### config.mk
export PLATFORM = sky130hd
export DESIGN_NAME = pwc_mac
export DESIGN_NICKNAME = d
export VERILOG_FILES = /design/src/hw/rtl/pwc_pkg.sv /design/src/hw/rtl/pwc_mac.sv
export SDC_FILE = /design/constraint.sdc
export NUM_CORES = 2
export LEC_CHECK = 0
export BUFFER_PORTS_ARGS = -buffer_cell sky130_fd_sc_hd__buf_2
export CAP_MARGIN = 20
export CORE_ASPECT_RATIO = 0.7
export CORE_MARGIN = 5
export CORE_UTILIZATION = 40
export CTS_CLUSTER_SIZE = 10
export DETAILED_ROUTE_END_ITERATION = 8
export SLEW_MARGIN = 5
export SYNTH_ARGS = -nofsm -noshare
export SYNTH_HDL_FRONTEND = slang
export SYNTH_MEMORY_MAX_BITS = 65536
export SYNTH_SLANG_ARGS = --single-unit
### constraint.sdc
create_clock -name aclk -period 14.8 [get_ports aclk]
set_input_delay 2.96 -clock aclk [delete_from_list [all_inputs] [get_ports aclk]]
set_output_delay 2.96 -clock aclk [all_outputs]
set_load 0.03 [all_outputs]
### src/hw/rtl/pwc_pkg.sv
`default_nettype none

package pwc_pkg;

    localparam int MAX_IN_CH  = 16;
    localparam int MAX_OUT_CH = 16;
    localparam int DATA_WIDTH = 16;

    localparam int CH_SLOTS = 16;
    localparam int IMG_MAX  = 4096;
    localparam int PADDR_W  = 4;
    localparam int ACC_W    = 38;

    localparam int N_IN_LIM  = (MAX_IN_CH < CH_SLOTS) ? MAX_IN_CH : CH_SLOTS;
    localparam int N_OUT_LIM = (MAX_OUT_CH < CH_SLOTS) ? MAX_OUT_CH : CH_SLOTS;

    localparam logic signed [ACC_W-1:0] SAT_HI =
        ACC_W'((longint'(1) <<< (DATA_WIDTH - 1)) - longint'(1));
    localparam logic signed [ACC_W-1:0] SAT_LO = -SAT_HI - ACC_W'(1);

    localparam logic [1:0] CMD_WEIGHT = 2'd0;
    localparam logic [1:0] CMD_BIAS   = 2'd1;
    localparam logic [1:0] CMD_SAMPLE = 2'd2;

    localparam logic [1:0] REG_IN_CH  = 2'd0;
    localparam logic [1:0] REG_OUT_CH = 2'd1;
    localparam logic [1:0] REG_ROWS   = 2'd2;
    localparam logic [1:0] REG_COLS   = 2'd3;

    // One multiply-accumulate step handed from the sequencer to the datapath.
    typedef struct packed {
        logic       valid;
        logic [3:0] co;
        logic [3:0] ci;
        logic       first;
        logic       last;
        logic       last_pix;
        logic       last_img;
    } issue_t;

    typedef struct packed {
        logic [3:0] co;
        logic       first;
        logic       last;
        logic       last_pix;
        logic       last_img;
    } meta_t;

    typedef struct packed {
        logic               we_w;
        logic               we_b;
        logic               we_x;
        logic [7:0]         addr;
        logic [3:0]         slot;
        logic signed [15:0] data;
    } mem_wr_t;

endpackage

`default_nettype wire

### src/hw/rtl/pwc_mac.sv
`default_nettype none

module pwc_mac (
    input  wire logic               aclk,
    input  wire logic               aresetn,
    input  wire pwc_pkg::mem_wr_t   wr,
    input  wire pwc_pkg::issue_t    issue,
    input  wire logic               m_ready,
    output logic                    m_valid,
    output logic [3:0]              m_out_channel,
    output logic signed [15:0]      m_result_value,
    output logic                    m_last_of_pixel,
    output logic                    m_last_of_image,
    output logic                    stall
);
    import pwc_pkg::*;

    logic signed [15:0] weight_mem [256];
    logic signed [15:0] bias_mem   [CH_SLOTS];
    logic signed [15:0] sample_mem [CH_SLOTS];

    // Stage 1: registered store reads.
    logic               v1_reg;
    meta_t              meta1_reg;
    logic signed [15:0] w_rd_reg;
    logic signed [15:0] x_rd_reg;
    logic signed [15:0] b_rd_reg;

    // Stage 2: product.
    logic               v2_reg;
    meta_t              meta2_reg;
    logic signed [31:0] prod_reg;
    logic signed [15:0] bias2_reg;

    // Stage 3: accumulator.
    logic                    res_v_reg;
    logic signed [ACC_W-1:0] acc_reg;
    logic [3:0]              co3_reg;
    logic                    lp3_reg;
    logic                    li3_reg;

    logic                    m_valid_reg;
    logic [3:0]              m_co_reg;
    logic signed [15:0]      m_val_reg;
    logic                    m_lp_reg;
    logic                    m_li_reg;

    logic signed [ACC_W-1:0] acc_base;
    logic signed [ACC_W-1:0] rnd_sum;
    logic signed [ACC_W-1:0] rnd_q;
    logic signed [ACC_W-1:0] sat_q;
    meta_t                   issue_meta;

    // A finished sum cannot leave while the output register is still held.
    assign stall = res_v_reg && m_valid_reg && !m_ready;

    always_ff @(posedge aclk) begin
        if (wr.we_w) begin
            weight_mem[wr.addr] <= wr.data;
        end
    end

    always_ff @(posedge aclk) begin
        if (wr.we_b) begin
            bias_mem[wr.addr[3:0]] <= wr.data;
        end
    end

    always_ff @(posedge aclk) begin
        if (wr.we_x) begin
            sample_mem[wr.slot] <= wr.data;
        end
    end

    always_comb begin
        issue_meta.co       = issue.co;
        issue_meta.first    = issue.first;
        issue_meta.last     = issue.last;
        issue_meta.last_pix = issue.last_pix;
        issue_meta.last_img = issue.last_img;
    end

    always_ff @(posedge aclk) begin
        if (!stall) begin
            w_rd_reg  <= weight_mem[{issue.co, issue.ci}];
            x_rd_reg  <= sample_mem[issue.ci];
            b_rd_reg  <= bias_mem[issue.co];
            meta1_reg <= issue_meta;
            prod_reg  <= w_rd_reg * x_rd_reg;
            bias2_reg <= b_rd_reg;
            meta2_reg <= meta1_reg;
        end
    end

    assign acc_base = meta2_reg.first ? (ACC_W'(bias2_reg) <<< 8) : acc_reg;

    always_ff @(posedge aclk) begin
        if (!stall && v2_reg) begin
            acc_reg <= acc_base + ACC_W'(prod_reg);
            if (meta2_reg.last) begin
                co3_reg <= meta2_reg.co;
                lp3_reg <= meta2_reg.last_pix;
                li3_reg <= meta2_reg.last_img;
            end
        end
    end

    always_ff @(posedge aclk) begin
        if (!aresetn) begin
            v1_reg    <= 1'b0;
            v2_reg    <= 1'b0;
            res_v_reg <= 1'b0;
        end else if (!stall) begin
            v1_reg    <= issue.valid;
            v2_reg    <= v1_reg;
            res_v_reg <= v2_reg && meta2_reg.last;
        end
    end

    // Round to nearest with ties upward, then saturate to the data range.
    assign rnd_sum = acc_reg + ACC_W'(2048);
    assign rnd_q   = rnd_sum >>> 12;

    always_comb begin
        priority if (rnd_q > SAT_HI) begin
            sat_q = SAT_HI;
        end else if (rnd_q < SAT_LO) begin
            sat_q = SAT_LO;
        end else begin
            sat_q = rnd_q;
        end
    end

    always_ff @(posedge aclk) begin
        if (!aresetn) begin
            m_valid_reg <= 1'b0;
        end else if (res_v_reg && !stall) begin
            m_valid_reg <= 1'b1;
        end else if (m_ready) begin
            m_valid_reg <= 1'b0;
        end
    end

    always_ff @(posedge aclk) begin
        if (res_v_reg && !stall) begin
            m_co_reg  <= co3_reg;
            m_val_reg <= sat_q[15:0];
            m_lp_reg  <= lp3_reg;
            m_li_reg  <= li3_reg;
        end
    end

    assign m_valid         = m_valid_reg;
    assign m_out_channel   = m_co_reg;
    assign m_result_value  = m_val_reg;
    assign m_last_of_pixel = m_lp_reg;
    assign m_last_of_image = m_li_reg;

endmodule

`default_nettype wire

---- Word-level counts from Yosys, hierarchy flattened ----
Memories as Yosys holds them, arrays and structs flattened. A register that Yosys moved wholly into a read port is not among the register bits.
Cells that the tools add are included.
storage, ports and cells
  register bits ........................... 134
  bits in writable memories ............... 4,608
  input bits .............................. 47
  output and inout port bits .............. 24
  logic and storage cells ................. 54
  memories ................................ 3
operators by class
  add/sub/neg operators ................... 2
  multipliers ............................. 1
  order comparisons ....................... 2
  muxes and demuxes ....................... 10
  reduce and logical (&&, ||, !) cells .... 12
memory list
  name        words  bits a word  rd ports  clocked after Yosys merged registers in  wr ports  line           text
  weight_mem  256    16           1         1                                        1         pwc_mac.sv:18  logic signed [15:0] weight_mem [256];
  bias_mem    16     16           1         1                                        1         pwc_mac.sv:19  logic signed [15:0] bias_mem [CH_SLOTS];
  sample_mem  16     16           1         1                                        1         pwc_mac.sv:20  logic signed [15:0] sample_mem [CH_SLOTS];
operator list
  operator                                                                            count
  38-bit by 13-bit adder with 38-bit output (second input constant)                   1
  38-bit by 32-bit adder with 38-bit output                                           1
  38-bit two-way mux                                                                  1
  16-bit by 16-bit multiplier with 32-bit output                                      1
  26-bit by 16-bit greater-than comparator with 1-bit output (second input constant)  1
  26-bit by 16-bit < comparator with 1-bit output (second input constant)             1
  16-bit two-way mux                                                                  1
  1-bit two-way mux                                                                   8
  1-bit logical AND                                                                   5
  1-bit zero test                                                                     5
  2-bit AND reduction                                                                 1
  2-bit nonzero test                                                                  1

---- Logic depth before layout (Yosys ltp) ----
  word-level depth ........................ 5
  gate-level depth with buffers ........... 22
  mapped depth without buffers ............ 21

---- Worst setup path after synthesis ----
Ideal clock, no wire load.
  path type ............................... input -> output
  start point ............................. input port m_ready
  end point ............................... output port stall
  data arrival time ....................... 6,271 ps
  required time ........................... 11,840 ps
  path slack .............................. 5,569 ps
  stages on the path ...................... 3
  buffers on the path ..................... 0
  path through ............................ nor2b_1 > nand2_1 > inv_1
on the way
  cells in the longest elaborated chain, start to end .. 2
ends and longest elaborated chain
  what                line           text
  start: declaration  pwc_mac.sv:8   input wire logic m_ready,
  1-bit zero test     pwc_mac.sv:55  assign stall = res_v_reg && m_valid_reg && !m_ready;
  1-bit logical AND   pwc_mac.sv:55
  end: declaration    pwc_mac.sv:14  output logic stall
Every way passes these cells.

---- Worst setup path after layout ----
  start point ............................. register x_rd_reg[1] (read register of sample_mem)
  end point ............................... register prod_reg[31], data pin
on the way
  cells in the longest elaborated chain, start to end .. 1
ends and longest elaborated chain
  what                                            line           text
  start: declaration                              pwc_mac.sv:26  logic signed [15:0] x_rd_reg;
  16-bit by 16-bit multiplier with 32-bit output  pwc_mac.sv:89  prod_reg <= w_rd_reg * x_rd_reg;
  end signal: assignment                          pwc_mac.sv:89
  end: declaration                                pwc_mac.sv:32  logic signed [31:0] prod_reg;
Every way passes these cells.
A chain may end at the register's enable or synchronous reset.

==> reports/results.txt <==
Site Rows - 213
detailed router's first-iteration violation count - 13300
Worst Hold Class - flip-flop to flip-flop
Die W - 842 um
Root Driver - clkbuf_16
Area Growth Syn to Fin - 13.2%
GRT Util Overall - 19.9%
Distinct cells, synth - 60
clock latency on the worst-skew pair - 1.05 ns
Die ar. - 0.498 mm2
Fmax achieved - 135 MHz
drt pass-1 iters - 6
ys async rst share - 0%
Yosys reg bits - 4790
cell with the most instances after synthesis - edfxtp_1
Nets - 9622
MaxCap Viol Count - 0
setup TNS - 0 ns
ranking of synthesized cells by area - edfxtp_1 74%, mux4_2 17%, fa_1 2.7%
Leakage Power - 69.8 nW
Largest Register - weight_mem
Final Cycle Share - 50.1%
CTS tree - done
routed len/inst - 31.9 um
post-layout util - 45.5%
Cells after Synth - 8572
status - finished clean
area leader, netlist - edfxtp_1
Synth top cells by count - 4786 x edfxtp_1, 1503 x mux4_2, 328 x nor2_1, 307 x inv_1, 263 x fa_1
P per Cell Area - 179 mW/mm2
vias per std cell - 5.90
max-slew violation count - 0
Largest register FFs - 4096
met2 routed WL - 218 mm
RSZ-0062 raised after global routing - no
maximum root-to-sink buffer count - 4
worst rel slew slack - 18.1%
clock sinks - 4790
WL final - 501 mm
Worst VDD drop - 0.547 mV
largest net degree at the start of global routing - 172
number of vias in the routed layout - 92800
core box area - 0.482 mm2
first-pass GRT wire length - 709 mm
sequential fraction of the synthesis area - 74.2%
initial antenna violation count - 40
top cell type's share of synthesized area - 74.2%
total CTS buffers - 552
vias in the first global route - 93500
Yosys Warn Count - 0
DRC viols - 0
WHS - 0.412 ns
IO Pins - 71
clk_skew - 0.0599 ns
post-CTS sizing - 0
Synth Net Count - 9002
Data required, critical path - 15.53 ns
WL met1 - 216 mm
die height - 592 um
CP Data Arrival Time - 8.14 ns
antenna viol nets, final - 0
share of layout cells above drive strength 1 - 29.0%
Highest Signal Layer - met5
Post-DP HPWL - 293 mm
number of flops mapped to enable cells by yosys - 4786
port bufs - 70
dominant synthesized flop cell - edfxtp_1
RD Place Congestion - 0.812
total power - 39.3 mW
final setup vio count - 0
hold buffers post-CTS - 0
endpoint class of the critical path - flip-flop
fin area - 0.219 mm2
GRT overflow - 0
H-tree Lvls - 6
Placed Area - 0.204 mm2
Syn Area/Cell - 22.6 um2
fin crit period - 7.41 ns
Worst Path Max Fanout - 16
CTS clk-pin slew, worst paths - 0.05 ns
worst-margin pin slew - 1.23 ns
final hold violation count - 0
synthesized area - 0.194 mm2
metal3 WL - 56.0 mm
Worst Setup Path Type - flip-flop to flip-flop
CP startpoint kind - flip-flop
Initial Utilization - 40.2%
Post-CTS Setup Repair Bufs - 0
## cell type report
| type | count | area (um2) |
|---|---|---|
| fillers | 39300 | 262000 |
| flip-flops and latches | 4790 | 144000 |
| multi-input cells | 3057 | 47200 |
| clock buffers | 581 | 14300 |
| well taps | 6450 | 8070 |
| repair buffers | 484 | 3980 |
| inverters | 307 | 1150 |
| clock inverters | 48 | 652 |
| diodes | 18 | 45.0 |
## metrics by stage
step	cells	setup WS, ns
after floorplan	8572	5.57
after global routing	15700	7.16
after global placement	15100	6.33
final	15700	7.39
after detailed placement	15100	6.42
after CTS	15700	7.43
## report_power, final
group          switching [mW]  internal (mW)  total (mW)
Combinational            6.59           4.96        11.6
Clock                    5.07           6.82        11.9
Sequential              0.154           15.7        15.8
## placed cells by master, fill, tap and decap left out, types with 15 or more instances in the layout
master,n
a21o_1,35
a21oi_1,60
a22oi_1,32
and2_1,131
buf_12,16
buf_2,48
buf_4,387
buf_8,23
clkbuf_16,568
diode_2,18
edfxtp_1,4786
fa_1,263
ha_1,120
inv_1,307
inv_6,18
mux2_2,15
mux4_2,1503
nand2_1,197
nand2b_1,16
nand3_1,23
nor2_1,284
nor2_2,39
nor2b_1,23
o21ai_0,58
xnor2_1,60
xor2_1,27
## worst max-delay path, stage by stage, from the launching register on
cell and delay, ns:
edfxtp_1 0.90, nand2_1 0.22, inv_1 0.17, fa_1 0.54, fa_1 1.00, fa_1 0.56
fa_1 0.48, fa_1 0.52, inv_1 0.05, fa_1 0.47, inv_1 0.04, ha_1 0.35
or2_2 0.33, nand2_1 0.07, a21oi_1 0.05, o311a_1 0.31, a2111o_1 0.44, a2111oi_0 0.47
nor3b_1 0.12
## kinds of logic (layout without fill, tap and decap cells)
kind of cell,count (synthesis),in the layout,synth area share (%)
buffers and inverters,725,1420,1.50
muxes,1522,1522,17.6
xor gates and xnor gates,87,87,0.393
AOI/OAI and AO/OA,264,264,0.891
other,0,18,0
DFF,4790,4790,74.2
adders and majority gates,383,383,3.49
and+or+nand+nor,801,801,1.89
## layer usage
metal  vias to the layer above  track usage [%]
met1                     50600             30.5
met5                         -                0
met4                         6             4.25
li1                      36600                -
met3                       698             5.29
met2                      4962             28.7
## path summary, 6_finish.rpt
check	slack, ns	start	endpoint	cells after the start
worst min-delay path	0.41	b_rd_reg[6]	bias2_reg[6]	0
worst max-delay path	7.39	x_rd_reg[1]	prod_reg[31]	18
worst min register to register	0.41	b_rd_reg[6]	bias2_reg[6]	0
worst max register to register	7.39	x_rd_reg[1]	prod_reg[31]	18
No activity file was read; power rests on OpenSTA's default activity.
