`src/hw/rtl/pwc_pkg.sv`:
```
`default_nettype none

package pwc_pkg;

    localparam int MAX_IN_CH  = 16;
    localparam int MAX_OUT_CH = 16;
    localparam int DATA_WIDTH = 16;

    localparam int CH_SLOTS = 16;
    localparam int IMG_MAX  = 4096;
    localparam int PADDR_W  = 4;
    localparam int ACC_W    = 38;

    localparam int N_IN_LIM  = (MAX_IN_CH < CH_SLOTS) ? MAX_IN_CH : CH_SLOTS;
    localparam int N_OUT_LIM = (MAX_OUT_CH < CH_SLOTS) ? MAX_OUT_CH : CH_SLOTS;

    localparam logic signed [ACC_W-1:0] SAT_HI =
        ACC_W'((longint'(1) <<< (DATA_WIDTH - 1)) - longint'(1));
    localparam logic signed [ACC_W-1:0] SAT_LO = -SAT_HI - ACC_W'(1);

    localparam logic [1:0] CMD_WEIGHT = 2'd0;
    localparam logic [1:0] CMD_BIAS   = 2'd1;
    localparam logic [1:0] CMD_SAMPLE = 2'd2;

    localparam logic [1:0] REG_IN_CH  = 2'd0;
    localparam logic [1:0] REG_OUT_CH = 2'd1;
    localparam logic [1:0] REG_ROWS   = 2'd2;
    localparam logic [1:0] REG_COLS   = 2'd3;

    // One multiply-accumulate step handed from the sequencer to the datapath.
    typedef struct packed {
        logic       valid;
        logic [3:0] co;
        logic [3:0] ci;
        logic       first;
        logic       last;
        logic       last_pix;
        logic       last_img;
    } issue_t;

    typedef struct packed {
        logic [3:0] co;
        logic       first;
        logic       last;
        logic       last_pix;
        logic       last_img;
    } meta_t;

    typedef struct packed {
        logic               we_w;
        logic               we_b;
        logic               we_x;
        logic [7:0]         addr;
        logic [3:0]         slot;
        logic signed [15:0] data;
    } mem_wr_t;

endpackage

`default_nettype wire

```
`src/hw/rtl/pwc_seq.sv`:
```
`default_nettype none

module pwc_seq (
    input  wire logic            aclk,
    input  wire logic            aresetn,
    input  wire logic            sample_acc,
    input  wire logic [4:0]      n_in,
    input  wire logic [4:0]      n_out,
    input  wire logic [24:0]     pix_total,
    input  wire logic            stall,
    output logic                 idle,
    output logic [3:0]           chan_slot,
    output pwc_pkg::issue_t      issue
);
    import pwc_pkg::*;

    localparam logic ST_IDLE = 1'b0;
    localparam logic ST_RUN  = 1'b1;

    logic        state_reg, state_next;
    logic [3:0]  chan_cnt_reg, chan_cnt_next;
    logic [23:0] pix_cnt_reg, pix_cnt_next;
    logic [3:0]  co_reg, co_next;
    logic [3:0]  ci_reg, ci_next;
    logic [4:0]  nin_reg, nin_next;
    logic [4:0]  nout_reg, nout_next;
    logic        img_last_reg, img_last_next;

    logic        complete;
    logic        img_last;
    logic        ci_last;
    logic        co_last;

    assign complete = !((5'(chan_cnt_reg) + 5'd1) < n_in);
    assign img_last = (25'(pix_cnt_reg) + 25'd1) >= pix_total;
    assign ci_last  = (5'(ci_reg) + 5'd1) == nin_reg;
    assign co_last  = (5'(co_reg) + 5'd1) == nout_reg;

    always_comb begin
        state_next    = state_reg;
        chan_cnt_next = chan_cnt_reg;
        pix_cnt_next  = pix_cnt_reg;
        co_next       = co_reg;
        ci_next       = ci_reg;
        nin_next      = nin_reg;
        nout_next     = nout_reg;
        img_last_next = img_last_reg;
        unique case (state_reg)
            ST_IDLE: begin
                if (sample_acc) begin
                    if (complete) begin
                        chan_cnt_next = 4'd0;
                        pix_cnt_next  = img_last ? 24'd0 : pix_cnt_reg + 24'd1;
                        img_last_next = img_last;
                        nin_next      = n_in;
                        nout_next     = n_out;
                        co_next       = 4'd0;
                        ci_next       = 4'd0;
                        state_next    = ST_RUN;
                    end else begin
                        chan_cnt_next = chan_cnt_reg + 4'd1;
                    end
                end
            end
            ST_RUN: begin
                if (!stall) begin
                    if (ci_last) begin
                        ci_next = 4'd0;
                        if (co_last) begin
                            state_next = ST_IDLE;
                        end else begin
                            co_next = co_reg + 4'd1;
                        end
                    end else begin
                        ci_next = ci_reg + 4'd1;
                    end
                end
            end
        endcase
    end

    always_ff @(posedge aclk) begin
        if (!aresetn) begin
            state_reg    <= ST_IDLE;
            chan_cnt_reg <= 4'd0;
            pix_cnt_reg  <= 24'd0;
            co_reg       <= 4'd0;
            ci_reg       <= 4'd0;
            nin_reg      <= 5'd1;
            nout_reg     <= 5'd1;
            img_last_reg <= 1'b0;
        end else begin
            state_reg    <= state_next;
            chan_cnt_reg <= chan_cnt_next;
            pix_cnt_reg  <= pix_cnt_next;
            co_reg       <= co_next;
            ci_reg       <= ci_next;
            nin_reg      <= nin_next;
            nout_reg     <= nout_next;
            img_last_reg <= img_last_next;
        end
    end

    assign idle      = (state_reg == ST_IDLE);
    assign chan_slot = chan_cnt_reg;

    always_comb begin
        issue.valid    = (state_reg == ST_RUN);
        issue.co       = co_reg;
        issue.ci       = ci_reg;
        issue.first    = (ci_reg == 4'd0);
        issue.last     = ci_last;
        issue.last_pix = co_last;
        issue.last_img = co_last && img_last_reg;
    end

    a_run_in_range: assert property (@(posedge aclk) disable iff (!aresetn)
        (state_reg == ST_RUN) |-> ((5'(ci_reg) < nin_reg) && (5'(co_reg) < nout_reg)))
        else $error("issue indices beyond latched channel counts");

    a_stall_holds: assert property (@(posedge aclk) disable iff (!aresetn)
        ((state_reg == ST_RUN) && stall) |=>
            ((state_reg == ST_RUN) && $stable(co_reg) && $stable(ci_reg)))
        else $error("sequencer advanced while the datapath was stalled");

    a_pixel_start: assert property (@(posedge aclk) disable iff (!aresetn)
        (sample_acc && complete) |=> ((chan_cnt_reg == 4'd0) && (state_reg == ST_RUN)))
        else $error("completed pixel did not start the multiply-accumulate run");

endmodule

`default_nettype wire

```
`config.mk`:
```
export PLATFORM = sky130hd
export DESIGN_NAME = pwc_seq
export DESIGN_NICKNAME = d
export VERILOG_FILES = /design/src/hw/rtl/pwc_pkg.sv /design/src/hw/rtl/pwc_seq.sv
export SDC_FILE = /design/constraint.sdc
export NUM_CORES = 1
export LEC_CHECK = 0
export BUFFER_PORTS_ARGS = -buffer_cell sky130_fd_sc_hd__clkbuf_2
export CORE_UTILIZATION = 40
export DETAILED_ROUTE_END_ITERATION = 8
export GPL_TIMING_DRIVEN = 0
export SYNTH_ARGS = -nofsm -noshare
export SYNTH_HDL_FRONTEND = slang
export SYNTH_SLANG_ARGS = --single-unit
export TNS_END_PERCENT = 100
```
`constraint.sdc`:
```
create_clock -name aclk -period 3.1 [get_ports aclk]
set_clock_uncertainty 0.15 [all_clocks]
set_input_delay 0.62 -clock aclk [delete_from_list [all_inputs] [get_ports aclk]]
set_output_delay 0.62 -clock aclk [all_outputs]
set_load 0.03 [all_outputs]
```
# After elaboration in Yosys (flattened, before gate mapping)
# Cells that the tools add are included.
# word_totals
ramBits,0
rom_bits,0
latchBits,0
memories,0
in_bits,39
elab_cells,50
ff_bits,48
output_inout_bits,18
# op_classes
mul,0
n_lt_le_gt_ge,2
bitwise_logic,2
n_addsub,8
n_eq_ne,7
div,0
mux,17
n_shift,0
reduce_logical,6
# op_table
cell,count
4-bit 2-to-1 mux,8
24-bit by 1-bit adder with 25-bit output (second input constant),1
25-bit >= comparator,1
24-bit by 1-bit adder with 24-bit output (second input constant),1
24-bit 2-to-1 mux,1
4-bit one-hot mux with 2 select lines,2
4-bit by 1-bit adder with 5-bit output (second input constant),3
4-bit by 1-bit adder with 4-bit output (second input constant),3
5-bit equality test,2
2-bit != test (second input constant),4
3-bit AND reduction,2
5-bit < comparator,1
1-bit 2-to-1 mux,5
5-bit AND reduction,1
4-bit logical NOT,1
2-bit by 1-bit != test with 1-bit output (second input constant),1
1-bit NOT,2
1-bit one-hot mux with 2 select lines,1
2-bit AND reduction,1
1-bit logical AND,1

# Logic depth before layout (Yosys ltp)
# Gate-level depths: netlist of run 1.
# logic_depth
word_depth,6
depth_mapped,15
ltp_nobuf,12

# Worst setup path before layout of run 1
# Ideal clock, no wire load.
# synth_path
path_kind,register to register
startpoint,register pix_cnt_reg[0]
endpoint,register pix_cnt_reg[17]
arrival_ps,3075
path_stages_with_launch,15
period_less_slack_ps,3342
t_required_ps,2834
setup_slack_ps,-242
cell_sequence,dfxtp_1 -> ha_1 -> nand3_4 -> nor4_2 -> and3_1 -> xor2_1 -> ha_1 -> nand4_1 -> nor4_1 -> a221oi_1 -> o211ai_1 -> buf_2 -> buf_2 -> a211oi_1 -> a31o_2
# synth_via
elab_chain_len,3
elab_cells_between_ends,4
classes_between,add/sub: 2; order compare: 1; mux: 1
# synth_lines
element,line_no,rtl
from (decl),pwc_seq.sv:22,"logic [23:0] pix_cnt_reg, pix_cnt_next;"
from (signal assigned),pwc_seq.sv:95,pix_cnt_reg <= pix_cnt_next;
24-bit by 1-bit adder with 25-bit output,pwc_seq.sv:35,assign img_last = (25'(pix_cnt_reg) + 25'd1) >= pix_total;
25-bit >= comparator,pwc_seq.sv:35,
24-bit 2-to-1 mux (*),pwc_seq.sv:53,pix_cnt_next = img_last ? 24'd0 : pix_cnt_reg + 24'd1;
# Every way passes the cells marked *; elsewhere a longest branch is shown, timed or not.
# A chain may end at the register's enable or synchronous reset.

# Worst setup path in the final report of run 1
# layout_path
startpoint,register pix_cnt_reg[0]
endpoint,register pix_cnt_reg[2]
# Same word-level chain as after synthesis.

==> results of run 1 <==
routing by layer:
| metal | wire [um] | up-vias | track usage | share of wire |
|---|---|---|---|---|
| met5 | 0 | - | 0 | 0 |
| met4 | 98 | 0 | 0.0517 | 0.0090 |
| met3 | 513 | 11 | 0.0340 | 0.047 |
| met2 | 5340 | 103 | 0.388 | 0.49 |
| met1 | 4940 | 1810 | 0.290 | 0.45 |
| li1 | - | 1840 | - | - |
cell families (layout without fill, tap and decap cells):
group	after synthesis	after routing	synth area share
buffers and inverters	63	156	0.0749
DFF	48	48	0.257
and+or+nand+nor	190	190	0.288
xor gates and xnor gates	34	34	0.0816
adders and majority gates	34	34	0.114
AOI/OAI and AO/OA	93	93	0.182
muxes	1	1	0.00268
critical path: stages (launching register included):
cell and delay, ps:
dfxtp_4 390, buf_6 110, and4_4 240, nand4_4 130
nor2_4 170, nand4_1 140, xnor2_2 180, ha_1 300
nand4_1 220, nor4_4 380, and3_4 240, buf_6 180
buf_8 170, a211oi_2 50, a31o_2 210
placed cells by master, fill, tap and decap left out, types with 6 or more instances in the layout:
cell type,netlist,routed
a211oi_2,2,9
xnor2_1,20,18
buf_6,2,11
clkbuf_2,0,55
clkbuf_1,9,9
xor2_1,13,9
a21oi_1,29,24
nand4_1,7,7
buf_2,14,7
nand2_1,56,55
a31o_1,8,8
inv_1,34,34
or4_1,6,6
ha_1,34,31
nand3_1,22,18
dfxtp_2,0,14
o21ai_0,10,10
buf_4,3,27
dfxtp_1,48,30
and3_1,11,9
nor2_1,24,21
nand4b_1,7,7
nand3b_1,7,7
worst max path at each step:
stage,slack [ps],endpoint
final,-280,pix_cnt_reg[2]
after global routing,-380,pix_cnt_reg[11]
after global placement,-680,pix_cnt_reg[2]
after floorplan,6,pix_cnt_reg[2]
after CTS,-250,pix_cnt_reg[11]
after detailed placement,-670,pix_cnt_reg[23]
where the power goes:
group	internal (mW)	leakage, nW	switching, mW
Combinational	0.0849	1.83	0.118
Sequential	0.623	0.398	0.0110
Clock	0.239	0.0541	0.237
what timing repair did:
item | CTS | global route
resized for setup | 45 | 45
endpoints found under the setup margin | 26 | 28
hold buffers | 0 | 0
cloned | 0 | 1
pin swaps | 26 | 33
setup buffers | 21 | 8
final cells by class:
type | instances | area, um2
Timing Repair Buffer | 85 | 546
Clock buffer | 5 | 68.8
Clock inverter | 3 | 42.5
Tap cell | 108 | 135
Buffer | 29 | 204
Multi-Input combinational cell | 352 | 2820
Fill cell | 844 | 3960
Sequential cell | 48 | 993
Inverter | 34 | 128
stage by stage:
| step | total power [mW] | hold WS, ps | util | instances |
|---|---|---|---|---|
| 2_1_floorplan | 0.766 | 298 | - | 463 |
| 3_3_place_gp | 0.827 | 309 | 0.473 | 626 |
| 3_5_place_dp | 0.833 | 311 | 0.473 | 626 |
| 4_1_cts | 1.31 | 326 | 0.523 | 655 |
| 5_1_grt | 1.36 | 345 | 0.555 | 664 |
| 6_report | 1.31 | 325 | 0.555 | 664 |
==> impl_metrics.yaml, run 1 <==
final_layout:
  syn_to_final_growth_pct: 32.0
  fin_area_um2: 4940
  diodes: 0
  largest_register_ffs: 24
  nets: 628
  layout-drive-gt1-share: 0.356
yosys:
  synth_top_area_frac: 0.257
  ys_seq_elements: 48
  yosys.cell_count.top_type: "nand2_1"
  yosysWarnings: 0
  syn_nets: 536
  synthTopCellsByCount: "nand2_1, dfxtp_1, ha_1, inv_1, a21oi_1"
  synth-main-ff-cell: "dfxtp_1"
  synth_area_um2: 3740
  seq_area_frac_synth: 0.257
  yosysTopAreaCell: "dfxtp_1"
  synth.avg_cell_area_um2: 8.08
  yosysUniqueCellTypes: 69
  synth_area_leaders: "dfxtp_1, ha_1, nand2_1"
  async_reset_ff_frac: 0
  syn_inst: 463
  synth_edf_count: 0
worst_setup_path:
  crit_path_start_kind: "flip-flop"
  reg2reg_depth: 14
  crit_path_end_kind: "flip-flop"
  worst-path-max-fanout: 10
  rr_endpoint: "pix_cnt_reg[2]"
  r2r_slack_ps: -280
  path_class: "flip-flop to flip-flop"
  worstPathRequired_ps: 3160
  crit_arrival_ps: 3430
  cp-startpoint: "pix_cnt_reg[0]"
  r2r-start: "pix_cnt_reg[0]"
routing:
  drt-wirelength-per-cell_um: 16.4
  drt_iter0_markers: 157
  firstDrtPassIters: 5
  drc: 0
  avgViaCountPerCell: 5.67
  drtAntennaViolNets: 0
  vias: 3764
  routed_wl_um: 10900
clocking:
  cts-root-buf: "clkbuf_8"
  htree_levels: 2
  clockBufferDepth: 2
  path_clk_slew_ps: 100
  cts-buffers-inserted: 5
  clock-sinks: 48
  insertion_delay_ps: 310
  tritoncts: "done"
place:
  place_ws_ps: -667
  placed_cell_area_um2: 4200
  hpwl_um: 7590
  place.gp.congestion: 0.896
  port_buffers: 55
global_routing:
  grt_overflow: 0
  grt_pass1_wl_um: 17500
  grt_pass1_vias: 3659
  grt_max_degree: 16
  antenna_found_initial: 0
  grt_usage: 0.223
sta:
  tightest_slew_ps: 659
  fmax_mhz: 296
  relSlewSlack: 0.561
  setup_tns_ps: -5570
  rsz0062_at_grt: "true"
  hold_violations: 0
  slew_viol_final: 0
  fin_crit_ps: 3380
  setup_slack_ps: -276
  post-route-period-util: 1.09
  setup_viol: 25
min_path:
  min_from: "nin_reg[3]"
  holdPathEnd: "nin_reg[3]"
  min_path_cells: 2
  min_path_type: "flip-flop to flip-flop"
floorplan:
  rows: 34
  coreArea_um2: 8890
  die_w_um: 98.7
  start_util: 0.421
  die_height_um: 98.7
  io_pins: 57
  die-area_um2: 9740
power:
  peakVddDrop_mv: 0.298
  power_density_nw_per_um2: 266
  p_leak_nw: 2.28
run_status:
  status: "complete, but fails checks"
  violations: "setup timing"
job:
  maxCapViolations: 0
No activity file was read; power rests on OpenSTA's default activity.
==> run 2: changes to the inputs <==
ABC_AREA = 1   (was not set)
==> run 2 against run 1 <==
Against the previous run: sequential share of layout area grew 1.6 points; maximum frequency up 16%; the run now ends clean; highest routed layer unchanged; setup slack gained 470 ps; synthesized area is 1.7% higher; clock-buffer cell count is 1 higher; hold slack better by 2.9 ps; wire length shrank 16%.
==> impl_metrics.yaml, run 2 <==
yosys:
  synth_area_leaders: "dfxtp_1, nand2_1, ha_1"
  ys_seq_elements: 48
  synthSimpleGateAreaFrac: 0.388
  yosysTopAreaCell: "dfxtp_1"
  async_reset_ff_frac: 0
  synth-compound-area-share: 0.0658
  synth-adder-area-share: 0.112
  syn_inst: 589
  synth_top_area_frac: 0.253
  seq_area_frac_synth: 0.253
  synth_top_family_by_area: "simple AND/OR/NAND/NOR gates"
  synth_mux_area_frac: 0
  syn_nets: 662
  synth-main-ff-cell: "dfxtp_1"
  yosysWarnings: 0
  synthTopCellsByCount: "nand2_1, inv_1, dfxtp_1"
  synth_xor_area_frac: 0.0480
  yosysUniqueCellTypes: 35
  synth_area_um2: 3800
  synth_edf_count: 0
  yosys.cell_count.top_type: "nand2_1"
  synth.avg_cell_area_um2: 6.46
global_routing:
  grt_pass1_vias: 3553
  grt_max_degree: 15
  grt_usage: 0.198
  antenna_found_initial: 0
  grt_overflow: 0
  grt_pass1_wl_um: 16000
power:
  p_leak_nw: 2.31
  finalPower_mw: 1.37
  power_density_nw_per_um2: 307
  peakVddDrop_mv: 0.200
worst_setup_path:
  endpoint: "issue[2]"
  crit_path_max_incr_delay_ps: 530
  worst-path-max-fanout: 8
  crit_arrival_ps: 2140
  cp-startpoint: "ci_reg[0]"
  crit_chain: "inv_1, ha_1, xnor2_1, nand3_1, nor2_1, nand2_1, inv_1, buf_4, clkbuf_2"
  worstPathRequired_ps: 2330
  crit_path_end_kind: "output port"
  reg2reg_depth: 18
  path_class: "flip-flop to output port"
  rr_endpoint: "pix_cnt_reg[14]"
  r2r_slack_ps: 220
  r2r-start: "pix_cnt_reg[1]"
  crit_top_cell: "inv_1"
  slowest_stage: "dfxtp_1"
  crit_path_start_kind: "flip-flop"
routing:
  drc: 0
  drtAntennaViolNets: 0
  vias: 3754
  drt_iter0_markers: 102
  firstDrtPassIters: 4
  avgViaCountPerCell: 4.76
  routed_wl_um: 9190
  drt-wirelength-per-cell_um: 11.6
clocking:
  insertion_delay_ps: 310
  clock-sinks: 48
  tritoncts: "done"
  path_clk_slew_ps: 90
  cts-buffers-inserted: 5
  cts-root-buf: "clkbuf_8"
  htree_levels: 2
  clockBufferDepth: 2
sta:
  hold_violations: 0
  relSlewSlack: 0.661
  setup_viol: 0
  tightest_slew_ps: 509
  fmax_mhz: 344
  setup_slack_ps: 190
  slew_viol_final: 0
  post-route-period-util: 0.939
  fin_crit_ps: 2910
floorplan:
  die-area_um2: 9900
  io_pins: 57
  die_w_um: 99.5
  die_height_um: 99.5
  rows: 35
  start_util: 0.412
  coreArea_um2: 9240
place:
  hpwl_um: 7220
  place_ws_ps: -254
  place.gp.congestion: 0.912
  port_buffers: 56
final_layout:
  nets: 732
  diodes: 0
  final_cell_mix: "nand2_1, inv_1, clkbuf_2"
  largest_register_ffs: 24
  final_common_cell: "nand2_1"
  layout-drive-gt1-share: 0.208
  syn_to_final_growth_pct: 17.2
run_status:
  status: "completed"
job:
  maxCapViolations: 0
min_path:
  min_path_type: "flip-flop to flip-flop"
## run 2: worst min path at each step
stage / from / slack, ps / cells past startpoint / to
after floorplan: nout_reg[4] / 290 / 2 / nout_reg[4]
after global placement: nout_reg[3] / 310 / 2 / nout_reg[3]
after detailed placement: nin_reg[4] / 320 / 2 / nin_reg[4]
after CTS: nin_reg[2] / 330 / 2 / nin_reg[2]
after global routing: pix_cnt_reg[22] / 370 / 2 / pix_cnt_reg[22]
final: nin_reg[2] / 330 / 2 / nin_reg[2]
## run 2: critical path, delay by kind of cell, from the launching register on
family	cells	cell delay, ps
flops	1	530
buf+inv	4	480
fa+ha+maj	1	340
simple gates	3	320
xor+xnor	1	150
## run 2: area by class of cell
class	instances	area, um2
plain buffers	17	120
clock buffers	6	72.6
clock inverters	2	35.0
fillers	953	4780
inverters	103	389
multi-input cells	421	2370
flip-flops and latches	48	968
well taps	129	161
repair buffers	63	337
## run 2: logic make-up (layout without fill, tap and decap cells)
kind of cell,after synthesis,after routing
buffers and inverters,120,191
AO/OA/AOI/OAI,49,49
XOR/XNOR,20,20
flip-flops,48,48
adder cells (fa/ha/maj),34,34
AND/OR/NAND/NOR,318,318
## run 2: layer usage
layer	up-vias	global-route usage	routed length, um	share of wire
met5	-	0	0	0
met4	0	0.0588	113	0.012
met3	11	0.0281	371	0.040
met2	74	0.344	4260	0.46
met1	1672	0.256	4450	0.48
li1	1997	-	-	-
## run 2: timing repair
action                                 in CTS  in global routing
endpoints found under the hold margin       0                  0
buffers inserted                            4                  3
resized for setup                           6                  9
hold buffers                                0                  0
setup endpoints to repair                  25                 25
pin swaps                                   2                  4
## run 2: stage by stage
stage,instances,util,setup TNS [ps],cell area (um2),hold WS (ps)
after floorplan,589,-,0,3800,292
after global placement,774,0.459,-3550,4240,312
after detailed placement,774,0.459,-4750,4240,316
after CTS,786,0.476,0,4400,329
after global routing,789,0.482,-10.4,4460,366
final,789,0.482,0,4460,328
## run 2: power breakdown
group	leakage [nW]	switching (mW)	internal, mW	total (mW)
clock	0.0552	0.221	0.240	0.460
combinational	1.86	0.163	0.101	0.264
sequential	0.389	0.0148	0.630	0.645
==> run 3: changes to the inputs <==
CORE_MARGIN = 5   (was not set)
PLACE_DENSITY = 0.62   (was not set)
==> run 3 against run 2 <==
Against the previous run: die area rose by 17%; first-iteration DRC count rose by 54%; final area up 1.5%; sequential share of layout area decreased by 0.32 points; sequential power barely moved; flip-flop and latch count stayed put; combinational power rose by 2%; total power rose by 3.1%; final cell count rose by 0.76%; register-to-register slack worse by 80 ps; global-route usage down 3.1 points; non-clock buffer count rose by 6; critical endpoint is now pix_cnt_reg[18].
==> impl_metrics.yaml, run 3 (synthesis results as in run 2) <==
run_status:
  status: "completed"
sta:
  fin_crit_ps: 2960
  hold_violations: 0
  slew_viol_final: 0
  fmax_mhz: 338
  post-route-period-util: 0.955
  setup_viol: 0
  tightest_slew_ps: 513
  hold_ws_ps: 326
  setup_tns_ps: 0
  setup_slack_ps: 140
  relSlewSlack: 0.658
clocking:
  cts-root-buf: "clkbuf_8"
  clock-sinks: 48
  tritoncts: "done"
  htree_levels: 2
  path_clk_slew_ps: 90
  insertion_delay_ps: 310
  cts-buffers-inserted: 5
  clockBufferDepth: 2
floorplan:
  rows: 35
  coreArea_um2: 9240
  die_w_um: 108
  start_util: 0.412
  io_pins: 57
  die-area_um2: 11600
  die_height_um: 108
global_routing:
  grt_max_degree: 15
  grt_pass1_wl_um: 16000
  antenna_found_initial: 0
  grt_usage: 0.168
  grt_pass1_vias: 3553
  grt_use_met2: 0.282
  use_met1: 0.221
  grt_overflow: 0
  use_met3: 0.0246
  top_usage_layer: "met2"
worst_setup_path:
  crit_arrival_ps: 3070
  rr_endpoint: "pix_cnt_reg[18]"
  reg2reg_depth: 18
  worst-path-max-fanout: 6
  worstPathRequired_ps: 3210
  r2r-start: "pix_cnt_reg[0]"
  r2r_slack_ps: 140
  crit_path_start_kind: "flip-flop"
  path_class: "flip-flop to flip-flop"
  crit_path_end_kind: "flip-flop"
routing:
  drtAntennaViolNets: 0
  drt-wirelength-per-cell_um: 12.4
  drc: 0
  routed_wl_um: 9880
  vias: 3819
  avgViaCountPerCell: 4.80
  firstDrtPassIters: 4
  drt_iter0_markers: 157
final_layout:
  fin_area_um2: 4520
  multi_input_area_um2: 2380
  final_common_cell: "nand2_1"
  syn_to_final_growth_pct: 19.0
  ff_latch_area_um2: 968
  layout-drive-gt1-share: 0.218
  fillCellCount: 980
  final_cell_mix: "nand2_1, inv_1, clkbuf_2"
  largest_register_ffs: 24
  diodes: 0
  nets: 738
min_path:
  min_path_cells: 2
  holdPathEnd: "pix_cnt_reg[9]"
  min_from: "pix_cnt_reg[9]"
  min_path_type: "flip-flop to flip-flop"
job:
  maxCapViolations: 0
power:
  peakVddDrop_mv: 0.182
  p_leak_nw: 2.35
  power_density_nw_per_um2: 312
place:
  place.gp.congestion: 0.897
  placed_cell_area_um2: 4240
  hpwl_um: 7620
  place_ws_ps: -224
  port_buffers: 56
## run 3: changes by cell type in the layout (fill, tap and decap cells not counted), sizes merged
cell / delta
buf: +6
clkbuf: +1
clkinv: -1
## run 3: per-layer routing
metal	vias to the layer above	routed length (um)
met1	1707	4560
met3	16	477
li1	2006	-
met5	-	0
met2	90	4660
met4	0	186
## run 3: through the flow
step	total power, mW	util	cells
2_1_floorplan	0.844	-	589
3_3_place_gp	0.919	0.459	774
3_5_place_dp	0.927	0.459	774
4_1_cts	1.42	0.477	785
5_1_grt	1.49	0.490	795
6_report	1.41	0.490	795
## run 3: power by group
group | internal [mW] | switching [mW]
combinational | 0.102 | 0.166
sequential | 0.630 | 0.0151
clock | 0.285 | 0.214
## run 3: worst max-delay path: stages (launching register included)
cell,delay [ps]
dfxtp_4,380
ha_4,140
nand3_2,120
nor2_4,190
nand2_4,100
nor2_8,160
buf_4,140
xor2_2,160
ha_1,280
nand2_2,70
nor2_1,60
nand2_1,110
nor2_4,50
a21oi_2,130
nand3_2,140
nor2_4,190
buf_4,180
nand4_1,80
nand2_1,90
## run 3: cell type report
class / count / area share
Multi-Input combinational cell: 421 / 0.526
Sequential cell: 48 / 0.214
Inverter: 103 / 0.0860
Timing Repair Buffer: 69 / 0.0835
Tap cell: 129 / 0.0357
Buffer: 17 / 0.0265
Clock buffer: 7 / 0.0213
Clock inverter: 1 / 0.00664
## run 3: repair_timing
item,in CTS,in global routing
pin swaps,2,8
setup buffers,3,9
setup endpoints to repair,25,25
hold buffers,0,0
resized for setup,5,12
cloned,0,1
## run 3: how the worst max path moves through the flow
stage | from | to | slack [ps] | depth (start not counted)
final | pix_cnt_reg[0] | pix_cnt_reg[18] | 140 | 18
after global routing | pix_cnt_reg[0] | pix_cnt_reg[17] | -30 | 18
after CTS | pix_cnt_reg[0] | pix_cnt_reg[11] | 9 | 19
after detailed placement | pix_cnt_reg[0] | pix_cnt_reg[20] | -220 | 19
after global placement | pix_cnt_reg[0] | pix_cnt_reg[17] | -200 | 18
after floorplan | co_reg[0] | issue[0] | 170 | 5
